### src/rtl/lalt_pkg.sv
// Shared types and constants for the login attempt lockout table.
// Used by lalt_cell, lalt_rule and login_attempt_lockout_table_top.
// No dependencies.
package lalt_pkg;

   // Lockout policy constants
   localparam int unsigned FAIL_LIMIT   = 5;
   localparam int unsigned LEVEL_MAX    = 4;
   localparam int unsigned BASE_LOCK_MS = 5 * 60 * 1000;
   localparam int unsigned MS_PER_S     = 1000;

   // Reciprocal of MS_PER_S: floor(x / 1000) == (x * MS_RECIP) >> RECIP_SHIFT for any 32-bit x
   localparam int unsigned RECIP_SHIFT = 38;
   localparam logic [63:0] RECIP_SCALE = 64'd1 << RECIP_SHIFT;
   localparam logic [28:0] MS_RECIP =
      29'((RECIP_SCALE + 64'(MS_PER_S) - 64'd1) / 64'(MS_PER_S));

   typedef enum logic [1:0] {
      DEC_ALLOW  = 2'd0,
      DEC_ASK    = 2'd1,
      DEC_LOCKED = 2'd2
   } decision_type;

   // One table entry, as held in one cell of the ring
   typedef struct packed {
      logic [31:0] address;
      logic [31:0] last_seen;
      logic [31:0] first_failure;
      logic [31:0] lock_until;
      logic [2:0]  failures;
      logic [2:0]  lock_level;
   } entry_type;

   // Outcome of one attempt applied to its entry
   typedef struct packed {
      entry_type    entry;
      decision_type decision;
      logic [31:0]  wait_ms;
      logic         round_up;
   } rule_result_type;

endpackage

### src/rtl/lalt_cell.sv
// One cell of the entry ring: holds a single table entry.
// Depends on lalt_pkg.
module lalt_cell
   import lalt_pkg::*;
(
   input  logic      clock,
   input  logic      reset,
   input  logic      shift,
   input  entry_type entry_in,
   output entry_type entry_out
);

   entry_type entry_ff;

   // Entry moves one place along the ring on every shift
   always_ff @(posedge clock) begin
      if (reset) begin
         entry_ff <= '0;
      end else if (shift) begin
         entry_ff <= entry_in;
      end
   end

   assign entry_out = entry_ff;

endmodule

### src/rtl/lalt_rule.sv
// Lockout rule: applies one attempt to one entry and gives the new entry,
// the decision and the wait in ms. Depends on lalt_pkg.
module lalt_rule
   import lalt_pkg::*;
(
   input  entry_type       entry_in,
   input  logic [31:0]     now_ms,
   input  logic            credentials_ok,
   input  logic            credentials_present,
   input  logic [31:0]     failure_window_ms,
   input  logic [30:0]     max_lock_ms,
   output rule_result_type result
);

   always_comb begin
      entry_type    e;
      decision_type dec;
      logic [31:0]  wait_ms;
      logic         up;
      logic [31:0]  lock_delta;
      logic [2:0]   fail_cnt;
      logic [3:0]   lvl_sum;
      logic [2:0]   lvl;
      logic [31:0]  duration;

      e            = entry_in;
      e.last_seen  = now_ms;
      dec          = DEC_ASK;
      wait_ms      = '0;
      up           = 1'b0;
      lock_delta   = now_ms - entry_in.lock_until;
      fail_cnt     = '0;
      lvl_sum      = '0;
      lvl          = '0;
      duration     = '0;

      if (entry_in.lock_until != '0 && lock_delta[31]) begin
         // lock still pending: report remaining time, rounded up
         dec     = DEC_LOCKED;
         wait_ms = entry_in.lock_until - now_ms;
         up      = 1'b1;
      end else begin
         // expired lock: drop the count, keep the level
         if (entry_in.lock_until != '0) begin
            e.failures   = '0;
            e.lock_until = '0;
         end
         if (credentials_ok) begin
            e.failures      = '0;
            e.first_failure = '0;
            dec             = DEC_ALLOW;
         end else if (credentials_present) begin
            // open a new failure window when none is open or it has run out
            if (e.first_failure == '0 || (now_ms - e.first_failure) > failure_window_ms) begin
               e.failures      = '0;
               e.first_failure = now_ms;
            end
            fail_cnt = e.failures + 3'd1;
            if (fail_cnt >= 3'(FAIL_LIMIT)) begin
               e.failures = '0;
               lvl_sum    = {1'b0, e.lock_level} + 4'd1;
               if (lvl_sum > 4'(LEVEL_MAX)) begin
                  lvl = 3'(LEVEL_MAX);
               end else begin
                  lvl = lvl_sum[2:0];
               end
               e.lock_level = lvl;
               duration     = 32'(BASE_LOCK_MS) << (lvl - 3'd1);
               if (duration > {1'b0, max_lock_ms}) begin
                  duration = {1'b0, max_lock_ms};
               end
               e.lock_until = now_ms + duration;
               dec          = DEC_LOCKED;
               wait_ms      = duration;
            end else begin
               e.failures = fail_cnt;
            end
         end
      end

      result.entry    = e;
      result.decision = dec;
      result.wait_ms  = wait_ms;
      result.round_up = up;
   end

endmodule

### src/rtl/login_attempt_lockout_table_top.sv
// Top level of the login attempt lockout table: entry ring, sequencer, APB registers.
// Depends on lalt_pkg, lalt_cell and lalt_rule.

// An attempt is taken when start is high and busy is low. An attempt with a valid
// session is answered (allow) in the very next cycle and leaves busy low. Any other
// attempt makes two trips around the ring of TABLE_ENTRIES cells, one to find the
// source or the oldest entry and one to rewrite it, then the ms to s scaling
// multiply and the reply: busy stays high through all of these and rsp_strobe
// is high for one cycle right after. There is no result back-pressure:
// rsp_strobe marks a one-cycle transaction that must be taken. The table is cleared
// by reset itself, with no clearing pass.
module login_attempt_lockout_table_top
   import lalt_pkg::*;
#(
   parameter int TABLE_ENTRIES = 8
) (
   input  logic        clock,
   input  logic        reset,
   // attempt channel
   input  logic        start,
   output logic        busy,
   input  logic [31:0] req_source_ip,
   input  logic [31:0] req_now_ms,
   input  logic        req_session_valid,
   input  logic        req_credentials_ok,
   input  logic        req_credentials_present,
   // result channel
   output logic        rsp_strobe,
   output logic [1:0]  rsp_decision,
   output logic [21:0] rsp_retry_after_s,
   output logic [2:0]  rsp_slot_used,
   // APB register port
   input  logic        psel,
   input  logic        penable,
   input  logic        pwrite,
   input  logic [2:0]  paddr,
   input  logic [31:0] pwdata,
   output logic [31:0] prdata,
   output logic        pready
);

   localparam int IDX_W  = (TABLE_ENTRIES > 1) ? $clog2(TABLE_ENTRIES) : 1;
   localparam int PROD_W = 32 + $bits(MS_RECIP);
   localparam logic [IDX_W-1:0] LAST_STEP = IDX_W'(TABLE_ENTRIES - 1);

   typedef enum logic [2:0] {
      ST_IDLE,
      ST_SCAN,
      ST_SEEK,
      ST_SCALE,
      ST_REPLY
   } state_type;

   // Configuration registers
   logic [31:0] window_ff;
   logic [30:0] max_lock_ff;

   always_ff @(posedge clock) begin
      if (reset) begin
         window_ff   <= 32'd900000;
         max_lock_ff <= 31'd3600000;
      end else if (psel && penable && pwrite && pready) begin
         if (paddr[2]) begin
            max_lock_ff <= pwdata[30:0];
         end else begin
            window_ff <= pwdata;
         end
      end
   end

   assign pready = 1'b1;
   assign prdata = paddr[2] ? {1'b0, max_lock_ff} : window_ff;

   // Sequencer and result registers
   state_type          state_ff;
   logic [IDX_W-1:0]   step_ff;
   logic               found_ff;
   logic [IDX_W-1:0]   slot_ff;
   logic [IDX_W-1:0]   oldest_ff;
   logic [31:0]        oldest_seen_ff;
   logic [31:0]        ip_ff;
   logic [31:0]        now_ff;
   logic               cred_ok_ff;
   logic               cred_present_ff;
   decision_type       dec_ff;
   logic [31:0]        wait_ff;
   logic               round_up_ff;
   logic [PROD_W-1:0]  product_ff;
   logic               rsp_strobe_ff;
   logic [1:0]         rsp_decision_ff;
   logic [21:0]        rsp_retry_ff;
   logic [2:0]         rsp_slot_ff;

   entry_type          cell_out [TABLE_ENTRIES];
   entry_type          chain_in [TABLE_ENTRIES];
   entry_type          head;
   entry_type          fresh;
   entry_type          rule_entry;
   entry_type          tail_in;
   rule_result_type    rule_res;
   logic [IDX_W-1:0]   target;
   logic               write_hit;
   logic               shift;
   logic               accept;
   logic [IDX_W+2:0]   slot_wide;

   assign head   = cell_out[0];
   assign busy   = (state_ff != ST_IDLE);
   assign accept = start && !busy;
   assign shift  = (state_ff == ST_SCAN) || (state_ff == ST_SEEK);

   // Entry handed to a new source: everything cleared but the address
   always_comb begin
      fresh         = '0;
      fresh.address = ip_ff;
   end

   assign target     = found_ff ? slot_ff : oldest_ff;
   assign rule_entry = found_ff ? head : fresh;
   assign write_hit  = (state_ff == ST_SEEK) && (step_ff == target);
   assign tail_in    = write_hit ? rule_res.entry : head;
   assign slot_wide  = {3'b000, target};

   lalt_rule u_rule (
      .entry_in            (rule_entry),
      .now_ms              (now_ff),
      .credentials_ok      (cred_ok_ff),
      .credentials_present (cred_present_ff),
      .failure_window_ms   (window_ff),
      .max_lock_ms         (max_lock_ff),
      .result              (rule_res)
   );

   // Ring of cells: cell 0 is the head, the head's entry re-enters at the tail
   for (genvar k = 0; k < TABLE_ENTRIES; k++) begin : g_ring
      if (k == TABLE_ENTRIES - 1) begin : g_tail
         assign chain_in[k] = tail_in;
      end else begin : g_link
         assign chain_in[k] = cell_out[k+1];
      end
      lalt_cell u_cell (
         .clock     (clock),
         .reset     (reset),
         .shift     (shift),
         .entry_in  (chain_in[k]),
         .entry_out (cell_out[k])
      );
   end

   // Sequencer: scan pass, rewrite pass, scaling multiply, reply
   always_ff @(posedge clock) begin
      if (reset) begin
         state_ff      <= ST_IDLE;
         step_ff       <= '0;
         found_ff      <= 1'b0;
         rsp_strobe_ff <= 1'b0;
      end else begin
         rsp_strobe_ff <= 1'b0;
         case (state_ff)
            ST_IDLE: begin
               if (accept) begin
                  ip_ff           <= req_source_ip;
                  now_ff          <= req_now_ms;
                  cred_ok_ff      <= req_credentials_ok;
                  cred_present_ff <= req_credentials_present;
                  if (req_session_valid) begin
                     rsp_strobe_ff   <= 1'b1;
                     rsp_decision_ff <= DEC_ALLOW;
                     rsp_retry_ff    <= '0;
                     rsp_slot_ff     <= '0;
                  end else begin
                     state_ff <= ST_SCAN;
                     step_ff  <= '0;
                     found_ff <= 1'b0;
                  end
               end
            end
            ST_SCAN: begin
               // first match wins; oldest by plain compare, lowest index on ties
               if (!found_ff && head.address == ip_ff) begin
                  found_ff <= 1'b1;
                  slot_ff  <= step_ff;
               end
               if (step_ff == '0) begin
                  oldest_ff      <= '0;
                  oldest_seen_ff <= head.last_seen;
               end else if (head.last_seen < oldest_seen_ff) begin
                  oldest_ff      <= step_ff;
                  oldest_seen_ff <= head.last_seen;
               end
               if (step_ff == LAST_STEP) begin
                  step_ff  <= '0;
                  state_ff <= ST_SEEK;
               end else begin
                  step_ff <= step_ff + 1'b1;
               end
            end
            ST_SEEK: begin
               if (write_hit) begin
                  dec_ff      <= rule_res.decision;
                  wait_ff     <= rule_res.wait_ms;
                  round_up_ff <= rule_res.round_up;
               end
               if (step_ff == LAST_STEP) begin
                  step_ff  <= '0;
                  state_ff <= ST_SCALE;
               end else begin
                  step_ff <= step_ff + 1'b1;
               end
            end
            ST_SCALE: begin
               product_ff <= wait_ff * MS_RECIP;
               state_ff   <= ST_REPLY;
            end
            ST_REPLY: begin
               rsp_strobe_ff   <= 1'b1;
               rsp_decision_ff <= dec_ff;
               rsp_retry_ff    <= 22'(product_ff[PROD_W-1:RECIP_SHIFT]) + 22'(round_up_ff);
               rsp_slot_ff     <= slot_wide[2:0];
               state_ff        <= ST_IDLE;
            end
            default: begin
               state_ff <= ST_IDLE;
            end
         endcase
      end
   end

   assign rsp_strobe        = rsp_strobe_ff;
   assign rsp_decision      = rsp_decision_ff;
   assign rsp_retry_after_s = rsp_retry_ff;
   assign rsp_slot_used     = rsp_slot_ff;

`ifndef SYNTHESIS
   // A table attempt keeps the block busy on the next cycle
   a_table_busy: assert property (@(posedge clock) disable iff (reset)
      start && !busy && !req_session_valid |=> busy)
      else $error("table attempt did not raise busy");

   // Only a lockout carries a wait
   a_retry_only_locked: assert property (@(posedge clock) disable iff (reset)
      rsp_strobe && rsp_decision != DEC_LOCKED |-> rsp_retry_after_s == '0)
      else $error("nonzero retry without lockout");

   // Search outcome holds steady through the rewrite pass
   a_target_stable: assert property (@(posedge clock) disable iff (reset)
      state_ff == ST_SEEK && $past(state_ff) == ST_SEEK |->
         $stable(found_ff) && $stable(slot_ff) && $stable(oldest_ff))
      else $error("target entry changed during rewrite pass");

   // A result only follows the reply step or a session bypass
   a_strobe_source: assert property (@(posedge clock) disable iff (reset)
      rsp_strobe |-> $past(state_ff == ST_REPLY) ||
                     $past(start && !busy && req_session_valid))
      else $error("result strobe without a transaction behind it");
`endif

endmodule
### config.mk
export PLATFORM = sky130hd
export DESIGN_NAME = login_attempt_lockout_table_top
export DESIGN_NICKNAME = d
export VERILOG_FILES = /design/src/rtl/lalt_pkg.sv /design/src/rtl/lalt_cell.sv /design/src/rtl/lalt_rule.sv /design/src/rtl/login_attempt_lockout_table_top.sv
export SDC_FILE = /design/constraint.sdc
export NUM_CORES = 2
export LEC_CHECK = 0
export BUFFER_PORTS_ARGS = -buffer_cell sky130_fd_sc_hd__buf_2
export CAP_MARGIN = 20
export CORE_ASPECT_RATIO = 1.2
export CORE_UTILIZATION = 55
export CTS_CLUSTER_DIAMETER = 150
export DETAILED_ROUTE_END_ITERATION = 8
export PLACE_DENSITY = 0.82
export REMOVE_ABC_BUFFERS = 1
export SYNTH_ARGS = -nofsm -noshare
export SYNTH_HDL_FRONTEND = slang
export SYNTH_SLANG_ARGS = --single-unit
### constraint.sdc
create_clock -name clock -period 23.2 [get_ports clock]
set_input_delay 5.8 -clock clock [delete_from_list [all_inputs] [get_ports clock]]
set_output_delay 5.8 -clock clock [all_outputs]
set_load 0.01 [all_outputs]
==> flow_summary.json <==
{
  "status": "completed",
  "area_delta_synth_final_pct": 8.92,
  "path_buf_inv": 3,
  "final_cells": 9814,
  "synth_async_sr_flop_share": 0,
  "nFillCells": 10400,
  "cts.clk_slew.worst_paths_ns": 0.06,
  "cts_max_level": 4,
  "grt_pass1_vias": 52800,
  "grt_max_degree": 276,
  "synth_compound_area_frac": 0.140,
  "fp.dieH_um": 392,
  "grt_pass1_wl_um": 274000,
  "dieArea_um2": 128000,
  "cap_violations": 0,
  "cts_sinks": 1331,
  "ios": 170,
  "via_count": 54900,
  "cp.required_ns": 17.40,
  "finalCritPeriodShare": 0.556,
  "setup_ws_ns": 10.30,
  "yosysSeqAreaShare": 0.409,
  "syn_inst": 8134,
  "drt-initial-drc-count": 4589,
  "crit_slowest_cell": "buf_4",
  "endpoint_kind": "output port",
  "via_per_inst": 5.60,
  "setup_viol": 0,
  "antenna_cells": 0,
  "start_util": 0.556,
  "synth_cell_type_count": 80,
  "routed_wl_um": 172000,
  "criticalPathCategory": "input pin to output port",
  "syn_area_um2": 69800,
  "synth_xor_area_frac": 0.0186,
  "track_usage": 0.267,
  "ant_nets": 0,
  "synth_edf_count": 188,
  "avgSynthCellArea_um2": 8.58,
  "drt-pass1-iter-count": 8,
  "setup_tns_ns": 0,
  "coreArea_um2": 125000,
  "multi_input_area_um2": 36900,
  "drive_above_1_share": 0.0598,
  "power_density_nw_per_um2": 63.3,
  "cts_made_buffers": 133,
  "start_kind": "input pin",
  "worst_pin_slew_ns": 1.25,
  "max_freq_ghz": 0.0775,
  "grt_overflow": 0,
  "drc": 0,
  "clk-insertion-delay-late_ns": 0.81,
  "rsz0062_at_grt": "false",
  "cts_setup_buffers": 0,
  "slew_headroom": 0.166,
  "synth-main-ff-cell": "dfxtp_1",
  "tritoncts": "done",
  "clockRootBuffer": "clkbuf_16",
  "peakVddDrop_v": 0.0000771,
  "place_ws_ns": 10.38,
  "ctsResizeCount": 0,
  "layout.nets": 9066,
  "final_common_cell": "nand2_1",
  "layout_common_cells": "nand2_1, a21oi_1, dfxtp_1",
  "place_congestion": 0.936,
  "yosysWarnings": 0,
  "min_period_ns": 12.90,
  "place_inst": 9571,
  "rows": 142,
  "fp.dieW_um": 327,
  "synth_fa_ha_area_frac": 0.195,
  "hold_violations": 0,
  "leakagePower_nw": 30.8,
  "ctsHoldBuffers": 0,
  "crit_chain": "buf_2 > buf_4 > o21ai_0 > buf_2",
  "clk_path_buf_depth": 3,
  "wl_per_cell_um": 17.6,
  "synth_top_family_by_area": "adder cells",
  "seq_area_um2": 28500,
  "ys_ff_latch": 1331,
  "worstPathMaxFanout": 65,
  "muxShareOfSynthArea": 0.00938,
  "skew_ns": 0.0566,
  "slowest_delay_ns": 0.56,
  "antenna_found_initial": 4,
  "cp.arrival_ns": 7.10,
  "hold_class": "flop to flop",
  "yosys.area_share.simple": 0.164,
  "dp_hpwl_um": 121000,
  "slew_viol_final": 0,
  "path_delay_family": "buffers and inverters",
  "portBuffers": 166,
  "cpMostUsedCell": "buf_2"
}
==> flip-flops by register name (all words and copies together), names as in the netlist, 22 cells and up <==
name	flops
oldest_seen_ff	32
g_ring.u_cell.entry_out	1072
product_ff	22
now_ff	32
rsp_retry_after_s	22
max_lock_ff	31
window_ff	32
wait_ff	32
ip_ff	32
==> Yosys cell counts, types with 24 or more instances <==
cell type / number / area (um^2)
nand3_1: 45 / 225
edfxtp_1: 188 / 5650
o21ai_0: 116 / 581
a221oi_1: 55 / 482
xor2_1: 64 / 561
a21oi_1: 1150 / 5760
a21o_1: 95 / 713
ha_1: 607 / 7590
nand2b_1: 29 / 181
nand4_1: 46 / 288
a211o_1: 25 / 219
nor3_1: 89 / 445
fa_1: 301 / 6030
nor2_1: 302 / 1130
dfxtp_1: 1143 / 22900
nor4_1: 47 / 294
clkbuf_1: 427 / 1600
nand2_1: 2148 / 8060
a211oi_1: 84 / 631
and2_1: 24 / 150
mux2i_1: 44 / 440
inv_1: 716 / 2690
xnor2_1: 84 / 736
==> worst paths after layout <==
kind                                                      from  slack, ns  depth (start not counted)                        endpoint
worst min register to register  g_ring[3].u_cell.entry_out[52]       0.41                          2  g_ring[2].u_cell.entry_out[52]
worst min-delay path            g_ring[3].u_cell.entry_out[52]       0.41                          2  g_ring[2].u_cell.entry_out[52]
worst max register to register                        found_ff      13.90                         32  g_ring[7].u_cell.entry_out[10]
worst max-delay path                                  paddr[2]      10.30                          4                      prdata[25]
==> cell families after synthesis <==
| group | count (synthesis) |
|---|---|
| other | 2 |
| muxes | 63 |
| buffers and inverters | 1167 |
| adders and majority gates | 908 |
| and+or+nand+nor | 2824 |
| xor gates and xnor gates | 148 |
| AOI/OAI and AO/OA | 1691 |
| DFF | 1331 |
==> stage by stage <==
step / hold slack [ns] / power [mW] / utilization / cell area (um^2)
after detailed placement: 0.441 / 2.71 / 0.571 / 71600
after global routing: 0.430 / 4.97 / 0.606 / 76000
final: 0.406 / 4.81 / 0.606 / 76000
after CTS: 0.397 / 4.84 / 0.606 / 76000
after floorplan: 0.421 / 2.66 / - / 68100
after global placement: 0.435 / 2.70 / 0.571 / 71600
==> tightest hold or removal path: stages (launching register included) <==
cell and delay [ns]:
dfxtp_1 0.31, nand2_1 0.05, a21oi_1 0.05
==> where the power goes <==
part           switching (mW)  internal, mW
Combinational           0.193        0.0719
Sequential             0.0271          2.37
Clock                   0.948          1.20
==> cell type report <==
cell class	count	area share
Clock buffer	194	0.0502
Multi-Input combinational cell	5640	0.486
Tap cell	1656	0.0273
Clock inverter	49	0.00828
Timing Repair Buffer	227	0.0179
Sequential cell	1331	0.375
Inverter	717	0.0354
==> per-layer routing <==
metal  GRT usage  wire length [um]  part of all wire  vias up
met2       0.446             82300              0.48     1632
met5           0                13          0.000075        -
met3      0.0413             10600             0.062      471
met1       0.333             70100              0.41    26200
met4       0.140              9420             0.055        2
li1            -                 -                 -    26600
(Power assumes the default switching activity.)
